--- src/hdl/lfsc_pkg.sv ---
// ----------------------------------------------------------------------------
// lfsc_pkg: shared types, constants and functions of the steering control
// Holds the register map, reset values, the controller/datapath command and
// status structs, and the small lookup and saturation functions.
// ----------------------------------------------------------------------------
package lfsc_pkg;

  // Configuration port.
  localparam int unsigned AddrW = 4;
  localparam int unsigned DataW = 32;

  typedef enum logic [1:0] {
    REG_FULL_RANGE  = 2'd0,
    REG_STUCK_START = 2'd1,
    REG_OFFLINE_ROW = 2'd2,
    REG_DEADBAND    = 2'd3
  } reg_idx_e;

  localparam logic [9:0]         FullRangeRst  = 10'd100;
  localparam logic signed [10:0] StuckStartRst = 11'sd100;
  localparam logic [7:0]         OfflineRowRst = 8'd40;
  localparam logic [7:0]         DeadbandRst   = 8'd5;

  // Correction term 12 * |steering| / 100, done as a multiply by
  // round_up(12 * 2^19 / 100) and a shift; exact for |steering| <= 1024.
  localparam int unsigned  CorrShift = 19;
  localparam logic [15:0]  CorrRecip = 16'd62915;

  // Serial divider: the dividend magnitude is at most 250 * 50.
  localparam int unsigned NumW     = 14;
  localparam int unsigned DivSteps = NumW;
  localparam int unsigned DivCntW  = $clog2(DivSteps);

  // Row thresholds of the gain table.
  localparam logic [7:0] GainRow0 = 8'd24;
  localparam logic [7:0] GainRow1 = 8'd30;
  localparam logic [7:0] GainRow2 = 8'd47;
  localparam logic [7:0] GainRow3 = 8'd54;
  localparam logic [7:0] GainRow4 = 8'd60;

  typedef struct packed {
    logic [9:0]         full_range;
    logic signed [10:0] stuck_start;
    logic [7:0]         offline_row;
    logic [7:0]         deadband;
  } cfg_t;

  typedef struct packed {
    logic load;      // capture the accepted request
    logic corr_en;   // register the angle correction magnitude
    logic prod_en;   // register the dividend and arm the divider
    logic div_step;  // one restoring division step
    logic commit;    // update state and the result register
  } ctrl_cmd_t;

  typedef struct packed {
    logic steer;     // request takes the forward steering path
  } dp_status_t;

  // Half of the row dependent gain.
  function automatic logic [5:0] row_gain(input logic [7:0] row);
    logic [5:0] g;
    if (row < GainRow0)      g = 6'd50;
    else if (row < GainRow1) g = 6'd47;
    else if (row < GainRow2) g = 6'd45;
    else if (row < GainRow3) g = 6'd42;
    else if (row < GainRow4) g = 6'd40;
    else                     g = 6'd37;
    return g;
  endfunction

  // Negation that saturates the most negative value to the largest positive.
  function automatic logic signed [10:0] neg11(input logic signed [10:0] v);
    logic signed [10:0] r;
    if (v == 11'sh400) r = 11'sd1023;
    else               r = -v;
    return r;
  endfunction

endpackage

--- src/hdl/lfsc_datapath.sv ---
// ----------------------------------------------------------------------------
// lfsc_datapath: steering arithmetic and state
// Holds the kept steering, mode, frame counters and stuck value, the
// correction multiplier, the serial range divider and the result register.
// ----------------------------------------------------------------------------
module lfsc_datapath (
  input  logic                  clk_i,
  input  logic                  rst_ni,
  input  lfsc_pkg::ctrl_cmd_t   cmd_i,
  output lfsc_pkg::dp_status_t  status_o,
  input  lfsc_pkg::cfg_t        cfg_i,
  input  logic                  stuck_load_i,
  input  logic signed [10:0]    stuck_wdata_i,
  input  logic                  command_i,
  input  logic signed [7:0]     line_x_end_i,
  input  logic [7:0]            line_start_row_i,
  input  logic [7:0]            line_end_row_i,
  input  logic [7:0]            line_range_i,
  output logic signed [10:0]    wheel_angle_o,
  output logic                  wheel_update_o,
  output logic                  reversing_o
);

  // Kept state.
  logic signed [10:0] steer_q, steer_d;
  logic               reverse_q, reverse_d;
  logic [15:0]        fwd_q, fwd_d;
  logic [15:0]        rev_q, rev_d;
  logic signed [10:0] stuck_q, stuck_d;

  // Captured request.
  logic               center_q;
  logic               lost_q;
  logic signed [7:0]  x_end_q;
  logic [5:0]         gain_q;
  logic [7:0]         range_q;

  // Arithmetic pipeline.
  logic [6:0]                  corr_mag_q;
  logic                        num_neg_q;
  logic [7:0]                  rem_q;
  logic [lfsc_pkg::NumW-1:0]   quo_q;

  // Result register.
  logic signed [10:0] angle_q;
  logic               update_q;
  logic               reversing_q;

  // Correction: magnitude of the steering times the scaled reciprocal.
  logic [10:0] steer_mag;
  logic [26:0] corr_prod;
  assign steer_mag = steer_q[10] ? (~steer_q + 11'd1) : steer_q;
  assign corr_prod = steer_mag * lfsc_pkg::CorrRecip;

  // Dividend: |x_end - corr| * gain, sign kept apart.
  logic signed [9:0] corr_s;
  logic signed [9:0] cx;
  logic [8:0]        cx_mag;
  logic [14:0]       num_full;
  assign corr_s   = steer_q[10] ? -$signed({3'b000, corr_mag_q}) : $signed({3'b000, corr_mag_q});
  assign cx       = $signed({{2{x_end_q[7]}}, x_end_q}) - corr_s;
  assign cx_mag   = cx[9] ? 9'(-cx) : 9'(cx);
  assign num_full = cx_mag * gain_q;

  // Restoring division step.
  logic [8:0] rem_sh;
  logic       q_bit;
  assign rem_sh = {rem_q, quo_q[lfsc_pkg::NumW-1]};
  assign q_bit  = (rem_sh >= {1'b0, range_q});

  assign status_o.steer = !center_q && !lost_q && !reverse_q;

  // Next steering and state at commit.
  logic signed [14:0] delta;
  logic signed [15:0] sum;
  logic signed [15:0] fr_pos;
  logic signed [15:0] fr_neg;
  logic signed [10:0] half;
  logic signed [10:0] next_steer;
  logic [10:0]        abs_next;
  logic signed [11:0] diff;
  logic [11:0]        abs_diff;
  logic               update;
  logic signed [10:0] kept_steer;

  always_comb begin
    delta  = (range_q == 8'd0) ? 15'sd0 :
             (num_neg_q ? -$signed({1'b0, quo_q}) : $signed({1'b0, quo_q}));
    sum    = $signed({{5{steer_q[10]}}, steer_q}) + $signed({delta[14], delta});
    fr_pos = $signed({6'b000000, cfg_i.full_range});
    fr_neg = -fr_pos;
    half   = (steer_q + $signed({10'd0, steer_q[10]})) >>> 1;

    next_steer = steer_q;
    reverse_d  = reverse_q;
    fwd_d      = fwd_q;
    rev_d      = rev_q;
    stuck_d    = stuck_q;

    if (lost_q) begin
      if (!reverse_q) begin
        if ({rev_q, 1'b0} > {1'b0, fwd_q}) begin
          next_steer = stuck_q;
          stuck_d    = lfsc_pkg::neg11(stuck_q);
        end else begin
          next_steer = -half;
        end
        reverse_d = 1'b1;
        rev_d     = 16'd1;
      end else begin
        rev_d = (rev_q == 16'hFFFF) ? rev_q : rev_q + 16'd1;
      end
    end else if (reverse_q) begin
      reverse_d  = 1'b0;
      fwd_d      = 16'd1;
      next_steer = lfsc_pkg::neg11(steer_q);
    end else begin
      if (sum > fr_pos)      next_steer = fr_pos[10:0];
      else if (sum < fr_neg) next_steer = fr_neg[10:0];
      else                   next_steer = sum[10:0];
      fwd_d = (fwd_q == 16'hFFFF) ? fwd_q : fwd_q + 16'd1;
    end

    abs_next = next_steer[10] ? (~next_steer + 11'd1) : next_steer;
    diff     = $signed({next_steer[10], next_steer}) - $signed({steer_q[10], steer_q});
    abs_diff = diff[11] ? 12'(-diff) : 12'(diff);
    update   = (abs_next < steer_mag) || (abs_diff > {4'd0, cfg_i.deadband});
    kept_steer = update ? next_steer : steer_q;

    steer_d = kept_steer;
    if (center_q) begin
      // Centering touches only the steering.
      steer_d   = 11'sd0;
      reverse_d = reverse_q;
      fwd_d     = fwd_q;
      rev_d     = rev_q;
      stuck_d   = stuck_q;
    end
    if (stuck_load_i) begin
      stuck_d = stuck_wdata_i;
    end
  end

  always_ff @(posedge clk_i or negedge rst_ni) begin
    if (!rst_ni) begin
      steer_q   <= 11'sd0;
      reverse_q <= 1'b0;
      fwd_q     <= 16'd0;
      rev_q     <= 16'd0;
      stuck_q   <= lfsc_pkg::StuckStartRst;
    end else begin
      if (cmd_i.commit) begin
        steer_q   <= steer_d;
        reverse_q <= reverse_d;
        fwd_q     <= fwd_d;
        rev_q     <= rev_d;
      end
      if (cmd_i.commit || stuck_load_i) begin
        stuck_q <= stuck_d;
      end
    end
  end

  always_ff @(posedge clk_i) begin
    if (cmd_i.load) begin
      center_q <= command_i;
      lost_q   <= (line_start_row_i > cfg_i.offline_row);
      x_end_q  <= line_x_end_i;
      gain_q   <= lfsc_pkg::row_gain(line_end_row_i);
      range_q  <= line_range_i;
    end
    if (cmd_i.corr_en) begin
      corr_mag_q <= corr_prod[lfsc_pkg::CorrShift+6:lfsc_pkg::CorrShift];
    end
    if (cmd_i.prod_en) begin
      num_neg_q <= cx[9];
      rem_q     <= 8'd0;
      quo_q     <= num_full[lfsc_pkg::NumW-1:0];
    end else if (cmd_i.div_step) begin
      rem_q <= q_bit ? 8'(rem_sh - {1'b0, range_q}) : rem_sh[7:0];
      quo_q <= {quo_q[lfsc_pkg::NumW-2:0], q_bit};
    end
    if (cmd_i.commit) begin
      angle_q     <= center_q ? 11'sd0 : lfsc_pkg::neg11(kept_steer);
      update_q    <= center_q ? 1'b1 : update;
      reversing_q <= reverse_d;
    end
  end

  assign wheel_angle_o  = angle_q;
  assign wheel_update_o = update_q;
  assign reversing_o    = reversing_q;

endmodule

--- src/hdl/lfsc_ctrl.sv ---
// ----------------------------------------------------------------------------
// lfsc_ctrl: sequencing controller
// Steps steering requests through correction, dividend, division and commit
// and others from correction to commit; owns input stall and result valid flag.
// ----------------------------------------------------------------------------
module lfsc_ctrl (
  input  logic                  clk_i,
  input  logic                  rst_ni,
  input  logic                  in_valid_i,
  output logic                  in_stall_o,
  output logic                  out_valid_o,
  input  logic                  out_stall_i,
  input  lfsc_pkg::dp_status_t  status_i,
  output lfsc_pkg::ctrl_cmd_t   cmd_o
);

  typedef enum logic [2:0] {
    S_IDLE,
    S_CORR,
    S_PROD,
    S_DIV,
    S_DONE
  } state_e;

  localparam logic [lfsc_pkg::DivCntW-1:0] DivLast =
    (lfsc_pkg::DivCntW)'(lfsc_pkg::DivSteps - 1);

  state_e                      state_q;
  logic [lfsc_pkg::DivCntW-1:0] cnt_q;
  logic                        out_valid_q;
  logic                        can_commit;

  assign can_commit = !out_valid_q || !out_stall_i;

  always_comb begin
    cmd_o          = '0;
    cmd_o.load     = (state_q == S_IDLE) && in_valid_i;
    cmd_o.corr_en  = (state_q == S_CORR);
    cmd_o.prod_en  = (state_q == S_PROD);
    cmd_o.div_step = (state_q == S_DIV);
    cmd_o.commit   = (state_q == S_DONE) && can_commit;
  end

  always_ff @(posedge clk_i or negedge rst_ni) begin
    if (!rst_ni) begin
      state_q     <= S_IDLE;
      cnt_q       <= '0;
      out_valid_q <= 1'b0;
    end else begin
      // A commit refills the result register even as the old result leaves.
      if ((state_q == S_DONE) && can_commit) begin
        out_valid_q <= 1'b1;
      end else if (out_valid_q && !out_stall_i) begin
        out_valid_q <= 1'b0;
      end
      unique case (state_q)
        S_IDLE: begin
          if (in_valid_i) begin
            state_q <= S_CORR;
          end
        end
        S_CORR: begin
          state_q <= status_i.steer ? S_PROD : S_DONE;
        end
        S_PROD: begin
          cnt_q   <= '0;
          state_q <= S_DIV;
        end
        S_DIV: begin
          cnt_q <= cnt_q + 1'b1;
          if (cnt_q == DivLast) begin
            state_q <= S_DONE;
          end
        end
        S_DONE: begin
          if (can_commit) begin
            state_q <= S_IDLE;
          end
        end
        default: state_q <= S_IDLE;
      endcase
    end
  end

  assign in_stall_o  = (state_q != S_IDLE);
  assign out_valid_o = out_valid_q;

endmodule

--- src/hdl/line_follow_steering_control_top.sv ---
// ----------------------------------------------------------------------------
// line_follow_steering_control_top: line following steering control
// One request per camera frame carries a detected line segment; one result
// per request carries the wheel angle, whether it is commanded, and the
// reverse mode flag.
// ----------------------------------------------------------------------------
//
//  Channel  | Direction | Handshake                   | Payload
//  ---------+-----------+-----------------------------+---------------------------
//  in       | request   | in_valid_i / in_stall_o     | command, x end, rows, range
//  out      | result    | out_valid_o / out_stall_i   | wheel angle, update, reverse
//  config   | APB write | psel, penable, pwrite       | four registers at 4*i
//
// A steering request goes from acceptance to the result register through the
// angle correction multiply, the dividend, the one-bit-per-cycle restoring
// divider by the segment range, and the commit. Center, line-lost and
// reacquire requests skip the dividend and the divider. Reset clears the
// steering, mode and counters and loads the register reset values. A stalled
// result holds the commit of the following request.
// ----------------------------------------------------------------------------
module line_follow_steering_control_top (
  input  logic                         clk_i,
  input  logic                         rst_ni,
  // Request channel.
  input  logic                         in_valid_i,
  output logic                         in_stall_o,
  input  logic                         command_i,
  input  logic signed [7:0]            line_x_end_i,
  input  logic [7:0]                   line_start_row_i,
  input  logic [7:0]                   line_end_row_i,
  input  logic [7:0]                   line_range_i,
  // Result channel.
  output logic                         out_valid_o,
  input  logic                         out_stall_i,
  output logic signed [10:0]           wheel_angle_o,
  output logic                         wheel_update_o,
  output logic                         reversing_o,
  // Configuration port.
  input  logic                         psel,
  input  logic                         penable,
  input  logic                         pwrite,
  input  logic [lfsc_pkg::AddrW-1:0]   paddr,
  input  logic [lfsc_pkg::DataW-1:0]   pwdata,
  output logic [lfsc_pkg::DataW-1:0]   prdata,
  output logic                         pready
);

  // The configuration registers. A write to the stuck start value also
  // reloads the stored stuck steering in the datapath.
  lfsc_pkg::cfg_t      cfg_q;
  lfsc_pkg::reg_idx_e  reg_idx;
  logic                cfg_wr;
  logic                stuck_load;

  assign pready     = 1'b1;
  assign cfg_wr     = psel && penable && pwrite && pready;
  assign reg_idx    = lfsc_pkg::reg_idx_e'(paddr[3:2]);
  assign stuck_load = cfg_wr && (reg_idx == lfsc_pkg::REG_STUCK_START);

  always_ff @(posedge clk_i or negedge rst_ni) begin
    if (!rst_ni) begin
      cfg_q.full_range  <= lfsc_pkg::FullRangeRst;
      cfg_q.stuck_start <= lfsc_pkg::StuckStartRst;
      cfg_q.offline_row <= lfsc_pkg::OfflineRowRst;
      cfg_q.deadband    <= lfsc_pkg::DeadbandRst;
    end else if (cfg_wr) begin
      unique case (reg_idx)
        lfsc_pkg::REG_FULL_RANGE:  cfg_q.full_range  <= pwdata[9:0];
        lfsc_pkg::REG_STUCK_START: cfg_q.stuck_start <= pwdata[10:0];
        lfsc_pkg::REG_OFFLINE_ROW: cfg_q.offline_row <= pwdata[7:0];
        lfsc_pkg::REG_DEADBAND:    cfg_q.deadband    <= pwdata[7:0];
        default: ;
      endcase
    end
  end

  // Read data: unsigned fields zero extended, the stuck start sign extended.
  always_comb begin
    unique case (reg_idx)
      lfsc_pkg::REG_FULL_RANGE:  prdata = {22'd0, cfg_q.full_range};
      lfsc_pkg::REG_STUCK_START: prdata = {{21{cfg_q.stuck_start[10]}}, cfg_q.stuck_start};
      lfsc_pkg::REG_OFFLINE_ROW: prdata = {24'd0, cfg_q.offline_row};
      lfsc_pkg::REG_DEADBAND:    prdata = {24'd0, cfg_q.deadband};
      default:                   prdata = '0;
    endcase
  end

  // The controller sequences each request; the datapath does the arithmetic.
  lfsc_pkg::ctrl_cmd_t  cmd;
  lfsc_pkg::dp_status_t status;

  lfsc_ctrl u_ctrl (
    .clk_i       (clk_i),
    .rst_ni      (rst_ni),
    .in_valid_i  (in_valid_i),
    .in_stall_o  (in_stall_o),
    .out_valid_o (out_valid_o),
    .out_stall_i (out_stall_i),
    .status_i    (status),
    .cmd_o       (cmd)
  );

  lfsc_datapath u_datapath (
    .clk_i            (clk_i),
    .rst_ni           (rst_ni),
    .cmd_i            (cmd),
    .status_o         (status),
    .cfg_i            (cfg_q),
    .stuck_load_i     (stuck_load),
    .stuck_wdata_i    (pwdata[10:0]),
    .command_i        (command_i),
    .line_x_end_i     (line_x_end_i),
    .line_start_row_i (line_start_row_i),
    .line_end_row_i   (line_end_row_i),
    .line_range_i     (line_range_i),
    .wheel_angle_o    (wheel_angle_o),
    .wheel_update_o   (wheel_update_o),
    .reversing_o      (reversing_o)
  );

`ifndef SYNTH
  // An accepted request keeps the block busy in the next cycle.
  assert property (@(posedge clk_i) disable iff (!rst_ni)
    (in_valid_i && !in_stall_o) |=> in_stall_o)
    else $error("request accepted but block not busy afterwards");

  // A new result appears only through a commit.
  assert property (@(posedge clk_i) disable iff (!rst_ni)
    $rose(out_valid_o) |-> $past(cmd.commit))
    else $error("result valid without a commit");

  // A commit never overwrites a result that is still stalled.
  assert property (@(posedge clk_i) disable iff (!rst_ni)
    cmd.commit |-> !(out_valid_o && out_stall_i))
    else $error("commit over a stalled result");

  // The negated angle saturates and never reaches the most negative code.
  assert property (@(posedge clk_i) disable iff (!rst_ni)
    out_valid_o |-> (wheel_angle_o != 11'sh400))
    else $error("wheel angle negation overflowed");
`endif

endmodule

--- config.mk ---
export PLATFORM = sky130hd
export DESIGN_NAME = line_follow_steering_control_top
export DESIGN_NICKNAME = d
export VERILOG_FILES = /design/src/hdl/lfsc_pkg.sv /design/src/hdl/lfsc_datapath.sv /design/src/hdl/lfsc_ctrl.sv /design/src/hdl/line_follow_steering_control_top.sv
export SDC_FILE = /design/constraint.sdc
export NUM_CORES = 1
export LEC_CHECK = 0
export BUFFER_PORTS_ARGS = -buffer_cell sky130_fd_sc_hd__buf_2
export CAP_MARGIN = 20
export CORE_MARGIN = 1
export CORE_UTILIZATION = 45
export DETAILED_ROUTE_END_ITERATION = 10
export PLACE_DENSITY = 0.62
export SETUP_SLACK_MARGIN = 0.02
export SLEW_MARGIN = 20
export SYNTH_ARGS = -nofsm -noshare
export SYNTH_HDL_FRONTEND = slang
export SYNTH_SLANG_ARGS = --single-unit
--- constraint.sdc ---
create_clock -name clk_i -period 14.3 [get_ports clk_i]
set_input_delay 0.715 -clock clk_i [delete_from_list [all_inputs] [get_ports clk_i]]
set_output_delay 0.715 -clock clk_i [all_outputs]
set_load 0.005 [all_outputs]
==> metrics.txt <==
gp weighted congestion=0.969; Setup Skew=0.0130 ns; Register Area=4390 µm²; clock latency on the worst-skew pair=0.47 ns; DP Cell Count=2615; Max Slew Vio Count=0; cell taking the most area after synthesis=ha_1; dpl hpwl=35900 µm; Post-DP Area=18900 µm²; syn nets=2448; final instance area=19400 µm²; Slew headroom=0.329; post-synth cell types=91; drt total wl=44900 µm; final worst setup slack=1.91 ns; unrepaired setup endpoints after global routing=false; 1st-iter DRT viols=856; cell area after synthesis=18000 µm²; TritonCTS buffer count=17; layout cell share with drive strength beyond 1=0.105; Peak Freq=0.0807 GHz; first-pass GRT wire length=74100 µm; CTS H-tree lvls=4; CP arrival=12.70 ns; Crit Path Category=reg2reg; CP required=14.61 ns; fin cells=2647; hold crit path type=in2async; highest-delay cell along the critical path=nor2_1; asr flop ratio synth=0.606; Worst Tran Pin Value=0.994 ns; Post-CTS Hold Buffers=0; # diodes=0; ys flop type=dfrtp_1; DRC viols=0; run status=finished clean; num rows=72; DR vias/cell=5.60; via count=14.8k; syn_area_per_cell=8.72 µm²; Post-synth EDFFs=57; I/O Buffers=99; Seq/Total Area, Yosys=0.244; post-cts resize count=0; Synth area leaders=ha_1, dfrtp_1, fa_1, edfxtp_1, inv_1; Final Hold Violating Endpoints=0; top cell type's share of synthesized area=0.154; Tot GR Track Use=0.228; initial antenna violation count=1; routed len/inst=16.9 µm; largest net degree at the start of global routing=76; DP Worst Slack=2.05 ns; count leader, synth=inv_1; Die Footprint=40800 µm²; area of the multi-input gates=12300 µm²; Layout Nets=2499; final period utilization=0.866; worst-path maximum fanout=20; Starting Density=0.461; Startpoint Class=flop; Pre-antenna DRT Iters=5; CTS tree=built; cell class contributing the biggest share of worst-path delay=compound AO/OA/AOI/OAI gates; post-route ant nets=0; Post-Synthesis Cells=2065; fill count=3716; CP Capture Type=flop; largest stage delay on the critical path=0.72 ns; Die W=202 µm; Reg clk slew, reported paths=0.07 ns; clock sinks=165; GRT overflow=0; Die H=202 µm; top cells by count, synth=inv_1, ha_1, nand2_1, o21ai_0, nor2_1; vias in the first global route=14.5k; Max Cap Viol=0; I/O pin count=124; Layout area overhead=7.76%; Setup Viol. Count Final=0; CORE AREA=39000 µm²; Post CTS Setup Buffer Count=0; CTS root buffer=clkbuf_16; Crit path top cell by count=ha_1; setup tns final=0 ns; Synth Register Bits=165; Max Root-Sink Buffers=2; Final min period=12.39 ns; Yosys warning count=0; Buf+Inv Stages, Crit Path=2
## cells in the final DEF, fill, tap and decap left out, drive strengths merged, types with 9 or more instances in the layout
cell type  Yosys  routed
nand2        203     203
mux2          25      25
o21a          21      21
nor3          52      52
nor2         139     139
nand3         52      52
buf           31     111
nand2b        24      24
clkbuf        48      17
a21oi        105     105
inv          237     240
dfrtp         87      87
o31ai         11      11
nor2b         23      23
mux2i         18      18
and3          13      13
xnor2         90      90
ha           221     221
a31oi         12      12
nand4         30      30
nor3b          9       9
clkinv         3      12
a211oi        17      17
fa            86      86
edfxtp        57      57
or4            9       9
a21o          32      32
o211ai        11      11
dfstp         13      13
o21ai        152     152
and2          26      26
or3           25      25
o22ai          9       9
xor2          46      46
## path summary, 6_finish.rpt
| kind | cells after the start | start | to | slack (ns) |
|---|---|---|---|---|
| max | 42 | u_datapath.range_q[7]$_DFFE_PP_ | u_datapath.wheel_angle_o[1]$_SDFFCE_PP0P_ | 1.91 |
| min | 1 | rst_ni | u_datapath.fwd_q[12]$_DFFE_PN0P_ | 0.16 |
| max reg2reg | 42 | u_datapath.range_q[7]$_DFFE_PP_ | u_datapath.wheel_angle_o[1]$_SDFFCE_PP0P_ | 1.91 |
| min reg2reg | 2 | cfg_q[22]$_DFFE_PN1P_ | cfg_q[22]$_DFFE_PN1P_ | 0.46 |
| max in group asynchronous | 2 | rst_ni | cfg_q[16]$_DFFE_PN0P_ | 12.84 |
| min in group clk_i | 1 | line_x_end_i[5] | u_datapath.x_end_q[5]$_DFFE_PP_ | 0.43 |
## routing by layer
metal / GRT usage / part of all wire / vias to the layer above
li1: - / - / 7305
met1: 0.307 / 0.46 / 7118
met2: 0.373 / 0.46 / 349
met3: 0.0414 / 0.054 / 54
met4: 0.0666 / 0.018 / 2
met5: 0 / 0.00029 / -
## flip-flops by register name (all words and copies together), names as in the netlist
name and count:
u_datapath.num_neg_q 1, u_datapath.fwd_q 16, u_ctrl.state_q 3, u_datapath.corr_mag_q 7, u_ctrl.cnt_q 4, u_ctrl.out_valid_o 1, u_datapath.gain_q 4, cfg_q 37
u_datapath.center_q 1, u_datapath.x_end_q 8, u_datapath.wheel_angle_o 11, u_datapath.range_q 8, u_datapath.lost_q 1, u_datapath.wheel_update_o 1, u_datapath.reversing_o 1, u_datapath.reverse_q 1
u_datapath.quo_q 14, u_datapath.rem_q 8, u_datapath.steer_q 11, u_datapath.rev_q 16, u_datapath.stuck_q 11
## cell families (layout without fill, tap and decap cells)
family | after synthesis | count (layout) | share of synthesized area
flops | 165 | 165 | 0.244
compound gates | 452 | 452 | 0.161
other cells | 1 | 1 | 0.000208
mux | 51 | 51 | 0.0357
xor+xnor | 136 | 136 | 0.0662
buf+inv | 319 | 383 | 0.0722
fa+ha+maj | 307 | 307 | 0.249
simple gates | 634 | 634 | 0.171
## stage by stage
stage                     hold WS, ns  utilization
after global placement          0.440        0.483
after global routing            0.177        0.497
after floorplan                 0.419            -
after detailed placement        0.448        0.484
final                           0.161        0.497
after CTS                       0.149        0.497
## final cells by class
type / count / share of cell area
Sequential cell: 165 / 0.226
Clock buffer: 17 / 0.0219
Tap cell: 518 / 0.0334
Clock inverter: 15 / 0.00555
Multi-Input combinational cell: 1581 / 0.636
Timing Repair Buffer: 111 / 0.0303
Inverter: 240 / 0.0464
Power is not shown: default switching activity piles up to over one toggle a cycle in this logic, so the estimate is an artifact.
